File: config.mk
export PLATFORM = sky130hd
export DESIGN_NAME = dgsp_ctrl
export DESIGN_NICKNAME = d
export VERILOG_FILES = /design/src/hw/rtl/dgsp_pkg.sv /design/src/hw/rtl/dgsp_ctrl.sv
export VERILOG_INCLUDE_DIRS = /design/src /design/src/hw/rtl
export SDC_FILE = /design/constraint.sdc
export NUM_CORES = 1
export LEC_CHECK = 0
export BUFFER_PORTS_ARGS = -buffer_cell sky130_fd_sc_hd__buf_2
export CAP_MARGIN = 20
export CORE_AREA = 2 2 39 41
export CTS_CLUSTER_SIZE = 16
export DETAILED_ROUTE_END_ITERATION = 16
export DIE_AREA = 0 0 41 43
export MAX_ROUTING_LAYER = met4
export SLEW_MARGIN = 20
export SYNTH_ARGS = -nofsm -noshare
export SYNTH_HDL_FRONTEND = slang
export SYNTH_SLANG_ARGS = --single-unit
File: constraint.sdc
create_clock -name clock -period 1.75 [get_ports clock]
set_input_delay 0.35 -clock clock [delete_from_list [all_inputs] [get_ports clock]]
set_output_delay 0.35 -clock clock [all_outputs]
set_load 0.03 [all_outputs]
File: src/hw/rtl/dual_graph_shortest_path_top_defines.svh
// ----------------------------------------------------------------------------
// Assertion macros for the dual graph shortest path block
// Each macro checks a property under the block clock; DGSP_ASSERT also uses the reset.
// ----------------------------------------------------------------------------
`ifndef DUAL_GRAPH_SHORTEST_PATH_TOP_DEFINES_SVH
`define DUAL_GRAPH_SHORTEST_PATH_TOP_DEFINES_SVH

`ifndef SYNTH
// Property checked while reset is low.
`define DGSP_ASSERT(lbl, clk, rst, prop, msg) \
   lbl: assert property (@(posedge clk) disable iff (rst) prop) else $error(msg);
// Property checked at every edge, reset included.
`define DGSP_ASSERT_ALWAYS(lbl, clk, prop, msg) \
   lbl: assert property (@(posedge clk) prop) else $error(msg);
`else
`define DGSP_ASSERT(lbl, clk, rst, prop, msg)
`define DGSP_ASSERT_ALWAYS(lbl, clk, prop, msg)
`endif

`endif

File: src/hw/rtl/dgsp_pkg.sv
// ----------------------------------------------------------------------------
// Dual graph shortest path package
// Shared constants, codes, state type and controller/datapath interface.
// ----------------------------------------------------------------------------
package dgsp_pkg;

   // Default size of the vertex set.
   localparam int DEF_MAX_VERTICES = 64;

   // Reset values of the source distance registers.
   localparam logic [7:0] LOW_SRC_RESET  = 8'd2;
   localparam logic [7:0] HIGH_SRC_RESET = 8'd1;

   // Operation codes of a request.
   typedef enum logic [1:0] {
      MODE_CLEAR = 2'd0,
      MODE_EDGE  = 2'd1,
      MODE_RUN   = 2'd2,
      MODE_READ  = 2'd3
   } mode_type;

   // Configuration register indexes.
   typedef enum logic [0:0] {
      CSR_LOW_SRC  = 1'b0,
      CSR_HIGH_SRC = 1'b1
   } csr_type;

   // Controller states.
   typedef enum logic [3:0] {
      ST_BOOT_CLEAR,
      ST_IDLE,
      ST_CLEAR,
      ST_EDGE,
      ST_INIT,
      ST_SCAN,
      ST_SCAN_WAIT,
      ST_PICK,
      ST_RELAX,
      ST_RELAX_WAIT,
      ST_READ,
      ST_RESP
   } state_type;

   // Commands from the controller to the datapath.
   typedef struct packed {
      logic latch;
      logic clr_step;
      logic edge_wr;
      logic run_init;
      logic idx_clear;
      logic scan_issue;
      logic settle;
      logic relax_issue;
      logic graph_next;
      logic read_issue;
      logic respond;
   } cmd_type;

   // Status from the datapath to the controller.
   typedef struct packed {
      logic idx_last;
      logic clr_last;
      logic found;
      logic graph;
   } status_type;

endpackage

File: src/hw/rtl/dgsp_ctrl.sv
// ----------------------------------------------------------------------------
// Dual graph shortest path controller
// Sequences clearing, edge writes, the two shortest path runs and reads.
// ----------------------------------------------------------------------------
`include "dual_graph_shortest_path_top_defines.svh"

module dgsp_ctrl
   import dgsp_pkg::*;
(
   input  logic       clock,
   input  logic       reset,
   input  logic       start,
   input  logic [1:0] req_mode,
   input  status_type status,
   output cmd_type    cmd,
   output logic       busy
);

   state_type state_ff;
   state_type state_in;
   logic      accept;

   assign accept = start && (state_ff == ST_IDLE);

   // Next state.
   always_comb begin
      state_in = state_ff;
      case (state_ff)
         ST_BOOT_CLEAR: begin
            if (status.clr_last) state_in = ST_IDLE;
         end
         ST_IDLE: begin
            if (start) begin
               case (mode_type'(req_mode))
                  MODE_CLEAR: state_in = ST_CLEAR;
                  MODE_EDGE:  state_in = ST_EDGE;
                  MODE_RUN:   state_in = ST_INIT;
                  MODE_READ:  state_in = ST_READ;
                  default:    state_in = ST_IDLE;
               endcase
            end
         end
         ST_CLEAR: begin
            if (status.clr_last) state_in = ST_RESP;
         end
         ST_EDGE:      state_in = ST_RESP;
         ST_INIT:      state_in = ST_SCAN;
         ST_SCAN: begin
            if (status.idx_last) state_in = ST_SCAN_WAIT;
         end
         ST_SCAN_WAIT: state_in = ST_PICK;
         ST_PICK: begin
            if (status.found) state_in = ST_RELAX;
            else if (!status.graph) state_in = ST_INIT;
            else state_in = ST_RESP;
         end
         ST_RELAX: begin
            if (status.idx_last) state_in = ST_RELAX_WAIT;
         end
         ST_RELAX_WAIT: state_in = ST_SCAN;
         ST_READ:       state_in = ST_RESP;
         ST_RESP:       state_in = ST_IDLE;
         default:       state_in = ST_IDLE;
      endcase
   end

   // Command outputs.
   always_comb begin
      cmd = '0;
      busy = (state_ff != ST_IDLE);
      case (state_ff)
         ST_IDLE:       cmd.latch = accept;
         ST_BOOT_CLEAR: cmd.clr_step = 1'b1;
         ST_CLEAR:      cmd.clr_step = 1'b1;
         ST_EDGE:       cmd.edge_wr = 1'b1;
         ST_INIT: begin
            cmd.run_init  = 1'b1;
            cmd.idx_clear = 1'b1;
         end
         ST_SCAN:       cmd.scan_issue = 1'b1;
         ST_PICK: begin
            cmd.settle     = status.found;
            cmd.idx_clear  = status.found;
            cmd.graph_next = !status.found && !status.graph;
         end
         ST_RELAX:      cmd.relax_issue = 1'b1;
         ST_RELAX_WAIT: cmd.idx_clear = 1'b1;
         ST_READ:       cmd.read_issue = 1'b1;
         ST_RESP:       cmd.respond = 1'b1;
         default:       cmd = '0;
      endcase
   end

   // State register.
   always_ff @(posedge clock) begin
      if (reset) begin
         state_ff <= ST_BOOT_CLEAR;
      end else begin
         state_ff <= state_in;
      end
   end

   `DGSP_ASSERT(a_accept_busy, clock, reset, (start && !busy) |=> busy, "accepted transaction did not raise busy")
   `DGSP_ASSERT(a_resp_idle, clock, reset, cmd.respond |=> (state_ff == ST_IDLE), "response not followed by idle")
   `DGSP_ASSERT(a_scan_drain, clock, reset, (state_ff == ST_SCAN && status.idx_last) |=> (state_ff == ST_SCAN_WAIT), "scan did not drain after last vertex")
   `DGSP_ASSERT(a_settle_found, clock, reset, cmd.settle |-> status.found, "settle without a candidate")

endmodule

==> run summary, run 1 <==
Setup repair after global routing could not meet its margin everywhere. The vias after detailed routing came out at 600. The hold buffer count at CTS came out at 0. The number of vias per cell is 5.607. The mean instance size in the synthesized netlist came out at 6.854 um2. For this run, the register share of the synthesized area comes to 0.1693. The worst hold path terminates at state_ff[3]. In the synthesized netlist the async set-or-reset flop fraction comes to 0. The analysis attributes to cell leakage a power of 0.3003 nW.

The data required time at the worst endpoint is around 1400 ps. STA puts the critical path data arrival time at 1390 ps. In this run the horizontal extent of the chip is 41 um. The total clock buffers created by CTS came out at 3. Of the total power, registers draw 0.275.

In this run the worst hold path is classified as primary input to register. After detailed routing, the average wire length per cell comes to around 13 um. The register with the most flip-flops in the layout has 4 of them. The number of antenna violations at the first check in global routing was 0. After clock tree synthesis, the clock-pin slew on the worst setup and hold paths is roughly 40 ps. Before CTS, the worst setup slack after placement is 195.3 ps. The largest buffer count on any clock path is 2. Across the routed clock network, the largest skew measured is 2.438 ps. The total track usage came out at 0.1848.

In the post-route analysis, the smallest setup slack over all paths is 8.633 ps. The worst setup path is launched from a register. TritonCTS built the clock tree. The fill cell instance count of the final layout is 141. The dominant synthesized flop cell is dfxtp_1. The power density over the cells came out at 537.6 mW/mm2. The switching power summed over all nets came out at 0.1379 mW.

The fraction of final layout cells sized beyond drive strength 1 is 0.4615. The flow ran to the end, and the final reports show no timing, DRC or antenna violations. The count of final max-slew check failures was 0. The count of endpoints failing hold in the final timing report is 0. The detailed router's first-iteration violation count is 11. CTS saw 4 sinks.

The count of H-tree levels built during CTS came out at 1. By area the synthesized netlist is led by dfxtp_1, nand2b_1, nor2_1. Registers take 86.33 um2. The maximum clock frequency came out at 574.3 MHz. The antenna diode count is 0. The starting utilization of the core area is 0.3418. The signed area change from the synthesized netlist to the final layout is 47.62%. In this run the critical register-to-register path is launched from state_ff[3].

The fraction of power consumed by combinational cells is 0.416. The share of synthesized area in the top cell type comes to 0.1693. The largest register by flop count is state_ff. In this run the core area contains 14 standard-cell rows.

The final antenna-violating net count came out at 0. The total grt overflow is 0. The number of nets handed over by synthesis was 78. The worst register-to-register path ends at state_ff[0]. The number of remaining DRC errors came out at 0.

The total routed wirelength came out at 1.429 mm. Summing all placed instances gives a cell area of 615.6 um2. The pin count of the biggest net entering global routing came out at 17. The final instance area is about 700 um2. The final cycle utilization of the critical path came out at 0.9951. The reg-to-reg setup timing slack came out at 240 ps.

The part of the power in the clock network is 0.309. The most numerous cell in the Yosys netlist is nor2_1. The warning count from the yosys run is 0.

Along the worst path, the maximum fanout reaches 6. The HPWL reported at the end of detailed placement is around 1000 um. The die covers 0.001763 mm2. The worst hold path begins at reset. The total number of nets in the final design is 102.

The total of max-cap violations came out at 0. The multi-input combinational cell area is between 300 and 400 um2. The mapped netlist covers between 400 and 500 um2.

At the later pin of the worst-skew pair, clock insertion delay measures 230 ps. Counting flops with a built-in enable in the synthesized netlist gives 0. STA classifies the critical path endpoint as an output port.

Counting distinct cell types in the post-synthesis netlist gives 29. The buffer cell driving the clock tree root is clkbuf_4. The cell-internal power is 0.2374 mW. The floorplan step defined a core boundary enclosing 0.001384 mm2. Counting flops and latches in the post-synthesis netlist gives 4. Of the total power, the share spent switching nets is 0.3674. The worst register-to-register path has a depth of 5. The via count of the first global-routing pass came out at 512. The routability congestion estimate came out at 0.9092. The final setup violation count is 0. Measured along the y axis, the die boundary spans 43 um. For the pin with the worst max-slew slack, the measured transition is roughly 450 ps. The hold path depth is 2. The critical path is of the register to output port type. The top-level I/O count is 21.

The length of the first detailed-routing pass in iterations came out at 4. After synthesis, the most frequently instantiated cells are nor2_1, nand2_1, nand2b_1. The gate count of the mapped netlist is 69. In the final layout, the registers with the most flip-flops are state_ff (4). The headroom to the max-slew limit is 0.6951. IR analysis of the VDD net gives a maximum drop of about 0.26 mV. The post-route minimum period is 1741 ps.

The number of port buffers came out at 20. The wire length of the first global-routing pass came out at around 2.2 mm. The synthesized design spends more area on one cell type than any other, namely dfxtp_1.
placed cells by master (no fill, tap or decap), types with 2 or more instances in the layout:
cell and count:
a2111oi_0 2, a21oi_1 3, buf_2 16, buf_4 7
buf_6 2, clkbuf_4 4, dfxtp_2 2, inv_1 3
nand2_1 7, nand2b_1 6, nor2_1 7, nor2b_1 2
nor3_2 3, o21a_1 2, o21ai_0 4, or4_1 2
stage by stage:
stage               total power, mW  TNS (ps)  std cells    util  hold slack [ps]
floorplan                    0.2041    -172.2         69       -            422.8
global placement             0.2443         0        103  0.4448            581.5
detailed placement           0.2438         0        103  0.4448            574.2
CTS                          0.3709         0        106  0.4720            320.2
global route                 0.4018    -68.35        107  0.5045            332.8
finish                       0.3753         0        107  0.5045            340.1
logic make-up (layout without fill, tap and decap cells):
logic type / Yosys count / count (layout) / synth area share
simple gates: 34 / 34 / 0.3863
buf+inv: 10 / 32 / 0.1058
flops: 4 / 4 / 0.1693
mux: 1 / 1 / 0.02116
compound gates: 20 / 20 / 0.3175
routing by layer:
layer | wire, um | GRT usage | vias up
li1 | - | - | 292
met1 | 609 | 0.2460 | 284
met2 | 719 | 0.2656 | 22
met3 | 93 | 0.03141 | 2
met4 | 6 | 0.08000 | 0
met5 | 0 | - | -
worst max path at each step:
stage | start | cells past startpoint | slack, ps | end
5_1_grt | state_ff[3] | 3 | -40 | cmd[10]
3_3_place_gp | state_ff[3] | 3 | 220 | cmd[10]
6_report | state_ff[3] | 3 | 9 | cmd[10]
3_5_place_dp | state_ff[2] | 3 | 200 | cmd[10]
4_1_cts | state_ff[1] | 3 | 0.3 | cmd[10]
2_1_floorplan | state_ff[0] | 4 | -110 | cmd[2]
timing repair:
action                                  CTS  global route
resized for setup                         5            11
setup buffers                             0             1
endpoints found under the setup margin    3             4
critical path, cell delays in order (launching register included):
cell and delay [ps]:
dfxtp_4 360, or4b_4 570, nor2_4 100, buf_6 130
power by group through the flow:
stage               clock network, mW  registers, mW  logic [mW]
finish                          0.116          0.103       0.156
global route                    0.127          0.104       0.171
CTS                             0.122          0.104       0.145
detailed placement                  0          0.105       0.139
global placement                    0          0.105       0.140
floorplan                           0         0.0994       0.105
cell type report:
class / instances / share of cell area
Timing Repair Buffer: 26 / 0.2330
Clock buffer: 3 / 0.03226
Sequential cell: 4 / 0.1237
Inverter: 3 / 0.01613
Tap cell: 16 / 0.02867
Multi-Input combinational cell: 55 / 0.5663
Note: power is estimated with default switching activity, not from simulation.
==> inputs of run 2 (changes only) <==
Clock period 1.75 ns to 2 ns, I/O delays scaled along.
==> run 2 against run 1 <==
  * Via count decreased by 7.7%
  * Clock skew increased by 0.58 ps
  * Global-route usage decreased by 2.1 points
  * Sequential power decreased by 6%
  * Final cell count decreased by 2.8%
  * Clock power decreased by 9%
  * Core utilization decreased by 6.1 points
  * Register-to-register slack improved by 100 ps
  * Sequential share of layout area increased by 1.1 points
  * Routed wire length decreased by 13%
==> run summary, run 2 (synthesis gave the netlist of run 1 again) <==
Status: finished, final reports clean (unchanged). The count of endpoints failing hold in the final timing report is 0 (unchanged). The number of port buffers is 20 (unchanged). The global routing met2 resource utilization came out at 0.2313 (was 0.2656). Critical Path, Cell by Cell: or4b_4 -> nor2_1 -> buf_2 (was or4b_4 -> nor2_4 -> buf_6).

The number of standard cells in the layout, taps in and fillers out is 104 (was 107). The type of the worst setup path is register to output port (unchanged). The detailed router's first-iteration violation count is 4 (was 11). The headroom to the max-slew limit is 0.7865 (was 0.6951). The TritonCTS sink count is 4 (unchanged). The top-level I/O count came out at 21 (unchanged).

The final setup violation count came out at 0 (unchanged). The endpoint kind of the worst setup timing path is an output port (unchanged). The final cycle utilization of the critical path is 0.9389. The placement-stage cell area came out at 588.1 um2 (was 615.6 um2). RSZ-0062 raised after global routing: no (was yes).

The share of the core filled with cells was 0.4430 (was 0.5045). The worst ir drop on vdd came out at 0.2220 mV (was 0.2626 mV). The number of core rows is 14 (unchanged).

The HPWL reported at the end of detailed placement came out at 915.6 um (was 974.1 um). The fill cell instance count of the final layout came out at 151 (was 141). The delay contributed by the slowest stage of the critical path is 580 ps (was 570 ps).

The antenna diode count came out at 0 (unchanged). The wire length of the first global-routing pass came out at 1.987 mm (was 2.221 mm). The area of all sequential standard cells came out at 82.58 um2 (was 86.33 um2).

The commonest non-fill, non-tap cell in the layout is buf_2 (unchanged). The pin count of the biggest net entering global routing came out at 13 (was 17). The setup clock skew after layout is 3.013 ps (was 2.438 ps). The clock tree from TritonCTS is yes (unchanged). The floorplan die width came to 41 um (unchanged).

The class of the tightest hold or removal check is primary input to register (unchanged). The clock-pin slew of the registers on the worst-case setup and hold paths is 40 ps (about the same). The number of flip-flops in the largest register came out at 4 (unchanged). The cell total after placement came out at 101 (was 103). The signed area change from the synthesized netlist to the final layout is 29.63% (was 47.62%).

The actual slew at the worst max-slew pin came out at 312.1 ps (was 445.8 ps). The summed negative setup slack over all endpoints came out at 0 ps (unchanged). The hold buffer count at CTS is 0 (unchanged).

The clock latency on the worst-skew pair was 240 ps (was 230 ps). The final antenna-violating net count came to 0 (unchanged). The number of remaining DRC errors came out at 0 (unchanged). The total leakage power came to 0.2714 nW (was 0.3003 nW). The floorplan die height was 43 um (unchanged). The count of final max-slew check failures came to 0 (unchanged). The total grt overflow came out at 0 (unchanged). The biggest fanout along the worst timing path came out at 8 (was 6). The full die area is 0.001763 mm2 (unchanged). Leading cell types in the layout, fill and taps excluded: buf_2, nor2_1, nand2b_1, nand2_1, o21ai_0 (was buf_2, nand2_1, nor2_1, buf_4, nand2b_1). The length of the first detailed-routing pass in iterations came out at 2 (was 4). The wire length per cell is 12.02 um (was 13.36 um). The number of vias per cell came out at 5.327 (was 5.607). The via count of the first global-routing pass is 504 (was 512). The count of H-tree levels built during CTS is 1 (unchanged). The total routed wirelength is 1.250 mm (was 1.429 mm). The met3 demand-to-capacity share in global routing came out at 0.03665 (was 0.03141).

The most used routing layer was met2 (unchanged). The total track usage is 0.1643 (was 0.1848). The final instance area is 613.1 um2 (was 698.2 um2). The total power consumption of the routed design is 0.3156 mW (was 0.3753 mW). The data required time at the worst endpoint is 1600 ps (was 1400 ps). The power density over the cells was 514.8 mW/mm2 (was 537.6 mW/mm2). The total of max-cap violations is 0 (unchanged). The multi-input combinational cell area came out at 354.1 um2 (was 395.4 um2). The largest register by flop count was state_ff (unchanged). The critical path's slowest cell is or4b_4 (unchanged). The total clock buffers created by CTS was 3 (unchanged). The routability congestion estimate is 0.8355 (was 0.9092).

The area of the core region is 0.001384 mm2 (unchanged). The met1 track utilization from global routing came out at 0.2109 (was 0.2460). Counting I/O delays and the setup requirement, the final critical path takes 1878 ps. The buffer cell driving the clock tree root was clkbuf_4 (unchanged). The fraction of final layout cells sized beyond drive strength 1 came to 0.3750 (was 0.4615).

The largest buffer count on any clock path is 2 (unchanged). The maximum clock frequency came out at about 530 MHz. The launching element type of the critical path is a register (unchanged).

The number of antenna violations at the first check in global routing came out at 0 (unchanged). The vias after detailed routing was 554 (was 600). Registers with the most flip-flops: state_ff (4) (unchanged).

The total number of nets in the final design came out at 99 (was 102). The starting utilization of the core area came out at 0.3418 (unchanged). The signal arrival time at the worst endpoint came to 1480 ps (was 1390 ps).
-- run 2: final cells by class --
cell class / instances / area share
flip-flops and latches: 4 / 0.1347
clock buffers: 3 / 0.03673
multi-input cells: 55 / 0.5776
well taps: 16 / 0.03265
repair buffers: 23 / 0.2000
inverters: 3 / 0.01837
-- run 2: worst max-delay path, delay by kind of cell, from the launching register on --
| family | cells | cell delay [ps] |
|---|---|---|
| buffers and inverters | 1 | 190 |
| DFF | 1 | 380 |
| and+or+nand+nor | 2 | 670 |
-- run 2: where the power goes --
part | internal [mW] | switching [mW] | leakage, nW
Sequential | 0.0855 | 0.0113 | 0.0333
Clock | 0.0675 | 0.0378 | 0.0138
Combinational | 0.0467 | 0.0668 | 0.224
-- run 2: routing by layer --
metal,share of wire,up-vias
met5,0,-
met4,0.0080,0
met3,0.063,2
met2,0.44,20
met1,0.48,241
li1,-,291
-- run 2: path summary, 6_finish.rpt --
| path | from | to | slack (ps) | depth (start not counted) |
|---|---|---|---|---|
| max | state_ff[3] | cmd[10] | 120 | 3 |
| min | reset | state_ff[3] | 400 | 2 |
| max reg2reg | state_ff[2] | state_ff[0] | 340 | 5 |
| min reg2reg | state_ff[1] | state_ff[2] | 630 | 1 |
-- run 2: stage by stage --
stage / setup slack [ps] / hold slack, ps
after floorplan: 18.00 / 472.8
after global placement: 342.8 / 634.6
after detailed placement: 330.3 / 631.1
after CTS: 72.45 / 380.2
after global routing: 14.60 / 402.7
final: 122.2 / 399.8
-- run 2: what timing repair did --
action / 4_1_cts / 5_1_grt
hold endpoints to repair: 0 / 0
endpoints found under the setup margin: 0 / 2
setup buffers: 0 / 0
resized for setup: 0 / 2
